==> src/deq_pkg.sv <==
// ----------------------------------------------------------------------------
// deq_pkg
// Shared types and constants for the double-ended queue with search.
// ----------------------------------------------------------------------------
package deq_pkg;

  localparam int DEPTH_DEF = 16;
  localparam int CMD_W     = 3;
  localparam int VAL_W     = 32;
  localparam int STAT_W    = 2;
  localparam int POS_W     = 5;

  typedef enum logic [CMD_W-1:0] {
    CMD_PUSH_FRONT = 3'd0,
    CMD_PUSH_BACK  = 3'd1,
    CMD_POP_FRONT  = 3'd2,
    CMD_POP_BACK   = 3'd3,
    CMD_SEARCH     = 3'd4,
    CMD_SHOW       = 3'd5
  } cmd_t;

  typedef enum logic [STAT_W-1:0] {
    STAT_OK    = 2'd0,
    STAT_EMPTY = 2'd1,
    STAT_FULL  = 2'd2
  } status_t;

  // What every cell of the row does at each clock edge
  typedef enum logic [1:0] {
    CELL_HOLD  = 2'd0,
    CELL_LEFT  = 2'd1,  // take the neighbor toward the back, last cell wraps to cell 0
    CELL_RIGHT = 2'd2,  // take the neighbor toward the front, cell 0 takes din
    CELL_WRITE = 2'd3   // only the addressed cell takes din
  } cell_op_t;

  typedef struct packed {
    cell_op_t          op;
    logic [VAL_W-1:0]  din;
  } cell_ctrl_t;

  typedef enum logic {
    CTRL_IDLE = 1'b0,
    CTRL_WALK = 1'b1
  } ctrl_state_t;

endpackage

==> src/deq_cell.sv <==
// ----------------------------------------------------------------------------
// deq_cell
// One storage cell of the queue row: holds one entry and trades it with its
// neighbors under a command shared by the whole row.
// ----------------------------------------------------------------------------
module deq_cell #(
  parameter int INDEX  = 0,
  parameter int ADDR_W = 4
) (
  input  logic                      clk,
  input  deq_pkg::cell_ctrl_t       ctl,
  input  logic [ADDR_W-1:0]         wr_addr,
  input  logic [deq_pkg::VAL_W-1:0] from_left,
  input  logic [deq_pkg::VAL_W-1:0] from_right,
  output logic [deq_pkg::VAL_W-1:0] value
);
  import deq_pkg::*;

  always_ff @(posedge clk) begin
    unique case (ctl.op)
      CELL_HOLD:  value <= value;
      CELL_LEFT:  value <= from_right;
      CELL_RIGHT: value <= from_left;
      CELL_WRITE: begin
        if (wr_addr == ADDR_W'(INDEX)) begin
          value <= ctl.din;
        end
      end
      default:    value <= value;
    endcase
  end

endmodule

==> src/deq_chain.sv <==
// ----------------------------------------------------------------------------
// deq_chain
// Row of DEPTH cells closed into a ring. Cell 0 holds the front entry and
// cell i the entry at position i from the front.
// ----------------------------------------------------------------------------
module deq_chain #(
  parameter int DEPTH  = deq_pkg::DEPTH_DEF,
  parameter int ADDR_W = $clog2(DEPTH)
) (
  input  logic                      clk,
  input  deq_pkg::cell_ctrl_t       ctl,
  input  logic [ADDR_W-1:0]         wr_addr,
  output logic [deq_pkg::VAL_W-1:0] head
);
  import deq_pkg::*;

  logic [VAL_W-1:0] vals [DEPTH];

  for (genvar i = 0; i < DEPTH; i++) begin : g_cell
    logic [VAL_W-1:0] left_val;
    logic [VAL_W-1:0] right_val;

    if (i == 0) begin : g_first
      assign left_val = ctl.din;
    end else begin : g_mid_l
      assign left_val = vals[i-1];
    end

    if (i == DEPTH - 1) begin : g_last
      assign right_val = vals[0];
    end else begin : g_mid_r
      assign right_val = vals[i+1];
    end

    deq_cell #(
      .INDEX  (i),
      .ADDR_W (ADDR_W)
    ) u_cell (
      .clk        (clk),
      .ctl        (ctl),
      .wr_addr    (wr_addr),
      .from_left  (left_val),
      .from_right (right_val),
      .value      (vals[i])
    );
  end

  assign head = vals[0];

endmodule

==> src/deque_with_search_unit.sv <==
// ----------------------------------------------------------------------------
// deque_with_search_unit
// Bounded double-ended queue of signed 32-bit words with search and show.
// ----------------------------------------------------------------------------
// Entries sit in a row of DEPTH cells, front in cell 0. Push front, push back
// and pop front each return one word. Pop back, search and show rotate the
// whole ring once past cell 0, one cell per cycle while the output is not
// stalled; show emits one word per entry, front to back, with tlast on the
// final one. A command on an empty queue (or a push on a full one) answers
// with a status word and no walk. Codes 6 and 7 are consumed without a
// result. A result word that waits in the output register holds off the input,
// and so does a walk; in idle the next command is taken in the cycle that the
// waiting word is taken.
// ----------------------------------------------------------------------------
module deque_with_search_unit #(
  parameter int DEPTH = deq_pkg::DEPTH_DEF
) (
  input  logic        clk,
  input  logic        rst,
  input  logic        s_tvalid,
  output logic        s_tready,
  input  logic [31:0] s_tdata,   // [31:0] value_in
  input  logic [2:0]  s_tuser,   // [2:0] command
  output logic        m_tvalid,
  input  logic        m_tready,
  output logic [39:0] m_tdata,   // [31:0] value_out, [36:32] position, [37] found
  output logic [1:0]  m_tuser,   // [1:0] status
  output logic        m_tlast    // last_result
);
  import deq_pkg::*;

  localparam int ADDR_W = $clog2(DEPTH);
  localparam int CNT_W  = $clog2(DEPTH + 1);
  localparam logic [ADDR_W-1:0] LAST_STEP = ADDR_W'(DEPTH - 1);
  localparam logic [CNT_W-1:0]  FULL_CNT  = CNT_W'(DEPTH);

  ctrl_state_t       state, state_next;
  logic [CNT_W-1:0]  count, count_next;
  logic [ADDR_W-1:0] step, step_next;
  cmd_t              cmd_lat, cmd_lat_next;
  logic [VAL_W-1:0]  key, key_next;
  logic              hit, hit_next;
  logic [POS_W-1:0]  hit_pos, hit_pos_next;

  cell_ctrl_t        ctl;
  logic [ADDR_W-1:0] wr_addr;
  logic [VAL_W-1:0]  head;

  logic              out_free;
  logic              load_out;
  status_t           o_status;
  logic [VAL_W-1:0]  o_value;
  logic [POS_W-1:0]  o_pos;
  logic              o_found;
  logic              o_last;

  cmd_t              cmd_in;
  logic [CNT_W-1:0]  step_wide;
  logic [CNT_W-1:0]  step_plus;
  logic              in_range;
  logic              at_back;
  logic              match;

  deq_chain #(
    .DEPTH  (DEPTH),
    .ADDR_W (ADDR_W)
  ) u_chain (
    .clk     (clk),
    .ctl     (ctl),
    .wr_addr (wr_addr),
    .head    (head)
  );

  assign out_free  = !m_tvalid || m_tready;
  assign cmd_in    = cmd_t'(s_tuser);
  assign step_wide = CNT_W'(step);
  assign step_plus = step_wide + CNT_W'(1);
  assign in_range  = step_wide < count;
  assign at_back   = step_plus == count;
  assign match     = in_range && (head == key);
  assign wr_addr   = count[ADDR_W-1:0];

  always_comb begin
    state_next   = state;
    count_next   = count;
    step_next    = step;
    cmd_lat_next = cmd_lat;
    key_next     = key;
    hit_next     = hit;
    hit_pos_next = hit_pos;
    ctl.op       = CELL_HOLD;
    ctl.din      = s_tdata;
    load_out     = 1'b0;
    o_status     = STAT_OK;
    o_value      = '0;
    o_pos        = '0;
    o_found      = 1'b0;
    o_last       = 1'b1;
    s_tready     = 1'b0;

    unique case (state)
      CTRL_IDLE: begin
        s_tready = out_free;
        if (s_tvalid && out_free) begin
          unique case (cmd_in)
            CMD_PUSH_FRONT, CMD_PUSH_BACK: begin
              load_out = 1'b1;
              if (count == FULL_CNT) begin
                o_status = STAT_FULL;
              end else begin
                ctl.op     = (cmd_in == CMD_PUSH_FRONT) ? CELL_RIGHT : CELL_WRITE;
                count_next = count + CNT_W'(1);
              end
            end
            CMD_POP_FRONT: begin
              load_out = 1'b1;
              if (count == '0) begin
                o_status = STAT_EMPTY;
              end else begin
                o_value    = head;
                ctl.op     = CELL_LEFT;
                count_next = count - CNT_W'(1);
              end
            end
            CMD_POP_BACK, CMD_SEARCH, CMD_SHOW: begin
              if (count == '0) begin
                load_out = 1'b1;
                o_status = STAT_EMPTY;
              end else begin
                state_next   = CTRL_WALK;
                step_next    = '0;
                cmd_lat_next = cmd_in;
                key_next     = s_tdata;
                hit_next     = 1'b0;
                hit_pos_next = '0;
              end
            end
            default: begin
              // unused code: drop the word
            end
          endcase
        end
      end
      CTRL_WALK: begin
        if (out_free) begin
          // advance the ring one cell; a full turn restores the order
          ctl.op    = CELL_LEFT;
          step_next = step + ADDR_W'(1);
          unique case (cmd_lat)
            CMD_SHOW: begin
              if (in_range) begin
                load_out = 1'b1;
                o_value  = head;
                o_last   = at_back;
              end
            end
            CMD_POP_BACK: begin
              if (at_back) begin
                load_out = 1'b1;
                o_value  = head;
              end
            end
            CMD_SEARCH: begin
              if (match && !hit) begin
                hit_next     = 1'b1;
                hit_pos_next = POS_W'(step_plus);
              end
              if (step == LAST_STEP) begin
                load_out = 1'b1;
                o_found  = hit || match;
                o_pos    = hit ? hit_pos : (match ? POS_W'(step_plus) : '0);
              end
            end
            default: begin
            end
          endcase
          if (step == LAST_STEP) begin
            state_next = CTRL_IDLE;
            if (cmd_lat == CMD_POP_BACK) begin
              count_next = count - CNT_W'(1);
            end
          end
        end
      end
      default: state_next = CTRL_IDLE;
    endcase
  end

  always_ff @(posedge clk) begin
    if (rst) begin
      state    <= CTRL_IDLE;
      count    <= '0;
      step     <= '0;
      hit      <= 1'b0;
      m_tvalid <= 1'b0;
    end else begin
      state <= state_next;
      count <= count_next;
      step  <= step_next;
      hit   <= hit_next;
      if (load_out) begin
        m_tvalid <= 1'b1;
      end else if (m_tready) begin
        m_tvalid <= 1'b0;
      end
    end
  end

  always_ff @(posedge clk) begin
    cmd_lat <= cmd_lat_next;
    key     <= key_next;
    hit_pos <= hit_pos_next;
    if (load_out) begin
      m_tdata <= {2'b00, o_found, o_pos, o_value};
      m_tuser <= o_status;
      m_tlast <= o_last;
    end
  end

endmodule

==> config.mk <==
export PLATFORM = sky130hd
export DESIGN_NAME = deque_with_search_unit
export DESIGN_NICKNAME = d
export VERILOG_FILES = /design/src/deq_pkg.sv /design/src/deq_cell.sv /design/src/deq_chain.sv /design/src/deque_with_search_unit.sv
export SDC_FILE = /design/constraint.sdc
export NUM_CORES = 1
export LEC_CHECK = 0
export BUFFER_PORTS_ARGS = -buffer_cell sky130_fd_sc_hd__buf_4
export CAP_MARGIN = 10
export CORE_MARGIN = 8
export CORE_UTILIZATION = 56
export DETAILED_ROUTE_END_ITERATION = 10
export PLACE_DENSITY = 0.81
export REMOVE_ABC_BUFFERS = 1
export SYNTH_ARGS = -nofsm -noshare
export SYNTH_HDL_FRONTEND = slang
export SYNTH_SLANG_ARGS = --single-unit
==> constraint.sdc <==
create_clock -name clk -period 4.2 [get_ports clk]
set_input_delay 0.21 -clock clk [delete_from_list [all_inputs] [get_ports clk]]
set_output_delay 0.21 -clock clk [all_outputs]
set_load 0.005 [all_outputs]
* Word level (Yosys, flattened, before mapping)
Index checks and enable logic that the tools add are counted.
Cells by class: magnitude comparators 1, reduce and logical (&&, ||, !) cells 39, bitwise logic cells 4, muxes and demuxes 97, equality and inequality tests 57, add/sub/neg operators 4
Operators with widths (count):
- 32-bit one-hot mux with 3 select lines | 16
- 32-bit 2-to-1 mux | 22
- 32-bit one-hot mux with 2 select lines | 2
- 5-bit 2-to-1 mux | 14
- 4-bit == test, second input constant | 9
- 2-bit inequality test, second input constant | 18
- 32-bit == test | 1
- 2-bit AND reduction | 16
- 5-bit one-hot mux with 2 select lines | 3
- 1-bit 2-to-1 mux | 24
- 4-bit by 3-bit == test with 1-bit output, second input constant | 4
- 4-bit 2-to-1 mux | 4
- 4-bit AND reduction | 4
- 3-bit == test, second input constant | 4
- 2-bit by 1-bit inequality test with 1-bit output, second input constant | 6
- 2-bit one-hot mux with 2 select lines | 3
- 3-bit by 2-bit == test with 1-bit output, second input constant | 3
- 4-bit by 2-bit == test with 1-bit output, second input constant | 2
- 1-bit one-hot mux with 2 select lines | 4
- 4-bit one-hot mux with 2 select lines | 1
- 7-bit AND reduction | 1
- 2-bit 2-to-1 mux | 3
- 3-bit inequality test, second input constant | 2
- 6-bit AND reduction | 1
- 25 further kinds | 35
Storage, ports and cells: bits in registers 605, input port bits 39, word-level logic and storage cells 230, output and inout port bits 45

* Logic depth before layout (Yosys ltp)
depth after elaboration 9, gate-level depth with buffers 10

* Cells and area by module
Synthesis repeated with hierarchy kept, for this count alone.
Second synthesis, totals: cell total of the unflattened synthesis 2604, area, all modules 31262.5 µm²
Modules (own cells, without submodules):
- deq_cell at u_chain.g_cell[10].u_cell ... | cells an instance 143, area an instance 1695.4 µm², times used 6
- deq_cell at u_chain.g_cell[11].u_cell ... | cells an instance 143, area an instance 1692.9 µm², times used 4
- deq_cell at u_chain.g_cell[1].u_cell ... | cells an instance 143, area an instance 1667.8 µm², times used 4
- deque_with_search_unit | cells an instance 317, area an instance 4269.1 µm², times used 1
- deq_cell at u_chain.g_cell[15].u_cell | cells an instance 143, area an instance 1690.4 µm², times used 1
- deq_cell at u_chain.g_cell[0].u_cell | cells an instance 142, area an instance 1687.9 µm², times used 1

* Worst setup path before layout
OpenSTA, ideal clock, no wires.
path kind reg2reg, from reg count[1], to reg hit_pos[0], enable pin, arrival 3916 ps, buffers on the path 0, stages on the path, launching flop included 6, data required time 3851 ps, setup slack -65 ps, period minus slack after synthesis 4265 ps, cell sequence dfxtp_1 > inv_1 > ha_1 > nor4b_4 > nor3_1 > o21bai_1
On the way: word-level cells in the longest chain between the ends 5
RTL lines:
- start: declaration | RTL line deque_with_search_unit.sv:38 | logic [CNT_W-1:0] count, count_next;
- start signal: assignment | RTL line deque_with_search_unit.sv:198 | count <= count_next;
- 4-bit by 5-bit less-than comparator with 1-bit output | RTL line deque_with_search_unit.sv:78 | assign in_range = step_wide < count;
- 1-bit logical AND | RTL line deque_with_search_unit.sv:80 | assign match = in_range && (head == key);
- 1-bit logical AND | RTL line deque_with_search_unit.sv:164 | if (match && !hit) begin
- 2-bit by 1-bit inequality test with 1-bit output (no line)
- 6-bit AND reduction (no line) *
- end signal: assignment | RTL line deque_with_search_unit.sv:212 | hit_pos <= hit_pos_next;
- end: declaration | RTL line deque_with_search_unit.sv:43 | logic [POS_W-1:0] hit_pos, hit_pos_next;
Mark *: on every way between the ends. The rest lies on a longest branch, timed or not. A chain may end at the register's enable or synchronous reset.

* Worst setup path in the final report
from reg count[0], to reg u_chain.g_cell[4].u_cell.value[2] (netlist bit), enable pin
On the way: word-level cells in the longest chain between the ends 8
RTL lines:
- 5-bit == test or 5-bit zero test (tied branches) | RTL line deque_with_search_unit.sv:108, deque_with_search_unit.sv:117
- 2-bit 2-to-1 mux or 1-bit 2-to-1 mux (tied branches) | RTL line deque_with_search_unit.sv:108, deque_with_search_unit.sv:117
- 2-bit one-hot mux with 2 select lines | RTL line deque_with_search_unit.sv:105 | unique case (cmd_in)
- 2-bit 2-to-1 mux | RTL line deque_with_search_unit.sv:104 | if (s_tvalid && out_free) begin
- 2-bit one-hot mux with 2 select lines | RTL line deque_with_search_unit.sv:101 | unique case (state)
- 2-bit == test or 2-bit zero test (tied branches) | RTL line deq_cell.sv:20 | unique case (ctl.op)
- 2-bit inequality test (no line) or 1-bit NOT (tied branches)
- 2-bit AND reduction (no line) *
- end signal: assignment | RTL line deq_cell.sv:21 | CELL_HOLD: value <= value;
- end signal: assignment | RTL line deq_cell.sv:22 | CELL_LEFT: value <= from_right;
- end signal: assignment | RTL line deq_cell.sv:23 | CELL_RIGHT: value <= from_left;
- end: declaration | RTL line deq_cell.sv:15 | output logic [deq_pkg::VAL_W-1:0] value
Marked as above.

==> flow_metrics.env <==
export IMPL_status="finished clean"
export IMPL_met3_length_mm=6.86
export IMPL_required_ps=4470
export IMPL_vias_per_cell=6.27
export IMPL_r2r_end="u_chain.g_cell[4].u_cell.value[2]$_DFFE_PP_"
export IMPL_cts_tree="built"
export IMPL_cts_setup_buffers=0
export IMPL_grt_overflow=0
export IMPL_dieHeight_um=239
export IMPL_cts_resized=0
export IMPL_drive_gt1_share_pct=10.1
export IMPL_maxSlewViolCount=0
export IMPL_hpwl_mm=42.0
export IMPL_fin_crit_sh_pct=87.1
export IMPL_worstSetupPathType="flip-flop to flip-flop"
export IMPL_htree_num_levels=2
export IMPL_synth_cell_types=54
export IMPL_tns_ps=0
export IMPL_io_pins=84
export IMPL_cpPeakStageDelay_ps=790
export IMPL_path_buf_inv=2
export IMPL_worst_path_max_fanout=17
export IMPL_yosys_most_used_dff="edfxtp_1"
export IMPL_slew_headroom_pct=17.3
export IMPL_root_buffer="clkbuf_16"
export IMPL_die_area_um2=57100
export IMPL_switching_power_w=0.00539
export IMPL_hp_start="m_tready"
export IMPL_final_setup_skew_ps=29.6
export IMPL_first_iter_violations=2693
export IMPL_hold_depth=4
export IMPL_p_comb_share_pct=21.0
export IMPL_ir_drop_uv=326
export IMPL_gp_congestion=0.868
export IMPL_fin_ws_ps=542
export IMPL_worst_pin_slew_ps=1230
export IMPL_netlist_area_um2=27800
export IMPL_rsz0062_at_grt="false"
export IMPL_grt_usage_pct=23.6
export IMPL_r2r_start="count[0]$_SDFFE_PP0P_"
export IMPL_nets=2633
export IMPL_rows=81
export IMPL_yosys_register_bits=605
export IMPL_portBuffers=81
export IMPL_endpoint_kind="flip-flop"
export IMPL_grt_max_degree=278
export IMPL_ys_top_cells_by_count="edfxtp_1, nand2_1, nor2_1"
export IMPL_synth_async_reset_ratio_pct=0
export IMPL_slowest_stage="a21oi_4"
export IMPL_cts_sinks=605
export IMPL_netlist_area_leader_share_pct=64.0
export IMPL_clk_latency_ps=620
export IMPL_syn_inst=2576
export IMPL_path_cells="inv_1 -> ha_1 -> nor4b_4 -> a2bb2oi_2 -> o21ai_4 -> and2_1 -> a21oi_4 -> buf_4"
export IMPL_firstDrtPassIters=7
export IMPL_yosys_warnings=0
export IMPL_power_w=0.0176
export IMPL_ys_seq_area_share_pct=64.8
export IMPL_nFillCells=3559
export IMPL_antenna_found_initial=2
export IMPL_wl_met1_mm=27.6
export IMPL_vias=20673
export IMPL_cp_top_family="compound AO/OA/AOI/OAI gates"
export IMPL_clk_pin_slew_ps=60
export IMPL_holdPathEnd="state$_SDFF_PP0_"
export IMPL_grt_pass1_wl_mm=107
export IMPL_worstPathArrival_ps=3920
export IMPL_wl_met2_mm=31.6
export IMPL_yosysMostFrequentCell="edfxtp_1"
export IMPL_swShare_pct=30.7
export IMPL_top_layer="met5"
export IMPL_area_growth_pct=12.0
export IMPL_clockBufferDepth=3
export IMPL_max_freq_ghz=0.273
export IMPL_wl_per_cell_um=21.0
export IMPL_cts_buffers=59
export IMPL_drc=0
export IMPL_min_period_ps=3660
export IMPL_startpoint_type="flip-flop"
export IMPL_synth_avg_cell_area_um2=10.8
export IMPL_seq_power_share_pct=49.7
export IMPL_synth_edf_count=593
export IMPL_die_w_um=239
export IMPL_power_density_nw_per_um2=564
export IMPL_r2r_slack_ps=540
export IMPL_p_int_w=0.0122
export IMPL_yosysTopAreaCell="edfxtp_1"
export IMPL_fp_coreArea_um2=49100
export IMPL_postCtsHoldBufs=36
export IMPL_r2r_cells=8
export IMPL_hold_viol=0
export IMPL_ys_top_cells_by_area="edfxtp_1, a31oi_1, nand2_1"
export IMPL_grt_pass1_vias=19485
export IMPL_setup_viol=0
export IMPL_hold_class="primary input to flip-flop"
export IMPL_p_leak_nw=11.3
export IMPL_finalWirelength_mm=69.4
export IMPL_drv_cap=0
export IMPL_place_ws_ps=652
export IMPL_ant_nets=0
export IMPL_p_clk_share_pct=29.3
export IMPL_start_util_pct=56.8
==> power by group through the flow <==
| stage | logic, W | registers, W | clock network [W] |
|---|---|---|---|
| after floorplan | 0.00306 | 0.00875 | 0 |
| after global placement | 0.00341 | 0.00878 | 0 |
| after detailed placement | 0.00358 | 0.00882 | 0 |
| after CTS | 0.00365 | 0.00872 | 0.00519 |
| after global routing | 0.00404 | 0.00884 | 0.00540 |
| final | 0.00369 | 0.00875 | 0.00515 |
==> worst max path at each step <==
stage                          startpoint                                           end  slack (ps)  cells after the start
floorplan           count[1]$_SDFFE_PP0P_  u_chain.g_cell[15].u_cell.value[0]$_DFFE_PP_      -17920                      6
detailed placement  count[0]$_SDFFE_PP0P_  u_chain.g_cell[2].u_cell.value[22]$_DFFE_PP_         650                      8
CTS                 count[0]$_SDFFE_PP0P_  u_chain.g_cell[12].u_cell.value[8]$_DFFE_PP_         590                      9
finish              count[0]$_SDFFE_PP0P_   u_chain.g_cell[4].u_cell.value[2]$_DFFE_PP_         540                      8
global route        count[1]$_SDFFE_PP0P_  u_chain.g_cell[12].u_cell.value[8]$_DFFE_PP_         380                      9
global placement    count[1]$_SDFFE_PP0P_  u_chain.g_cell[12].u_cell.value[2]$_DFFE_PP_         720                      9
==> metal layers <==
| metal | global-route usage [%] | up-vias |
|---|---|---|
| li1 | - | 9363 |
| met3 | 4.54 | 169 |
| met4 | 11.9 | 2 |
| met5 | 0 | - |
| met2 | 36.0 | 1193 |
| met1 | 32.3 | 9946 |
==> cells in the final DEF, fill, tap and decap left out, drive strengths merged, types with 7 or more instances in the layout <==
| cell | netlist | final |
|---|---|---|
| nor2 | 509 | 509 |
| nand3 | 8 | 8 |
| nor3 | 7 | 7 |
| nand2 | 533 | 533 |
| clkbuf | 45 | 72 |
| nand4 | 11 | 11 |
| xnor2 | 37 | 37 |
| and2 | 34 | 34 |
| ha | 10 | 10 |
| a31oi | 480 | 480 |
| buf | 168 | 123 |
| edfxtp | 593 | 593 |
| mux2 | 34 | 34 |
| dfxtp | 12 | 12 |
| inv | 11 | 12 |
| a21oi | 21 | 21 |
| dlygate4sd3 | 0 | 36 |
| clkinv | 0 | 30 |
==> state kept, by name, summed over array words and instances, names as in the netlist, 2 cells and up <==
| signal | flops |
|---|---|
| count | 5 |
| key | 32 |
| cmd_lat | 3 |
| m_tdata | 38 |
| hit_pos | 5 |
| m_tuser | 2 |
| u_chain.g_cell.u_cell.value | 512 |
| step | 4 |
==> layout make-up <==
cell class	instances	area (um2)	share of cell area [%]
inverters	11	41.3	0.132
flip-flops and latches	605	18000	57.9
clock inverters	38	305	0.979
well taps	664	831	2.67
diodes	2	5.00	0.0161
repair buffers	159	1450	4.64
clock buffers	72	1550	4.96
multi-input cells	1748	8950	28.7
==> worst min-delay path: cells and delay by family <==
family	cells	cell delay, ps
buf+inv	1	80
simple gates	3	370
==> cells by family after synthesis <==
kind of cell | synth area share (%)
AND/OR/NAND/NOR | 16.1
other | 0.0135
adder cells (fa/ha/maj) | 0.449
multiplexers | 1.59
flip-flops | 64.8
buffers and inverters | 3.82
AO/OA/AOI/OAI | 11.9
XOR/XNOR | 1.23
==> metrics by stage <==
step	hold WS [ps]	utilization (%)	std cells	cell area (um2)
after floorplan	279	-	2364	26800
after global placement	406	59.0	3151	29000
after detailed placement	409	59.0	3151	29000
after CTS	48.7	63.5	3297	31200
after global routing	166	63.5	3297	31200
final	85.0	63.6	3299	31200
Power figures use the tool's default switching activity.
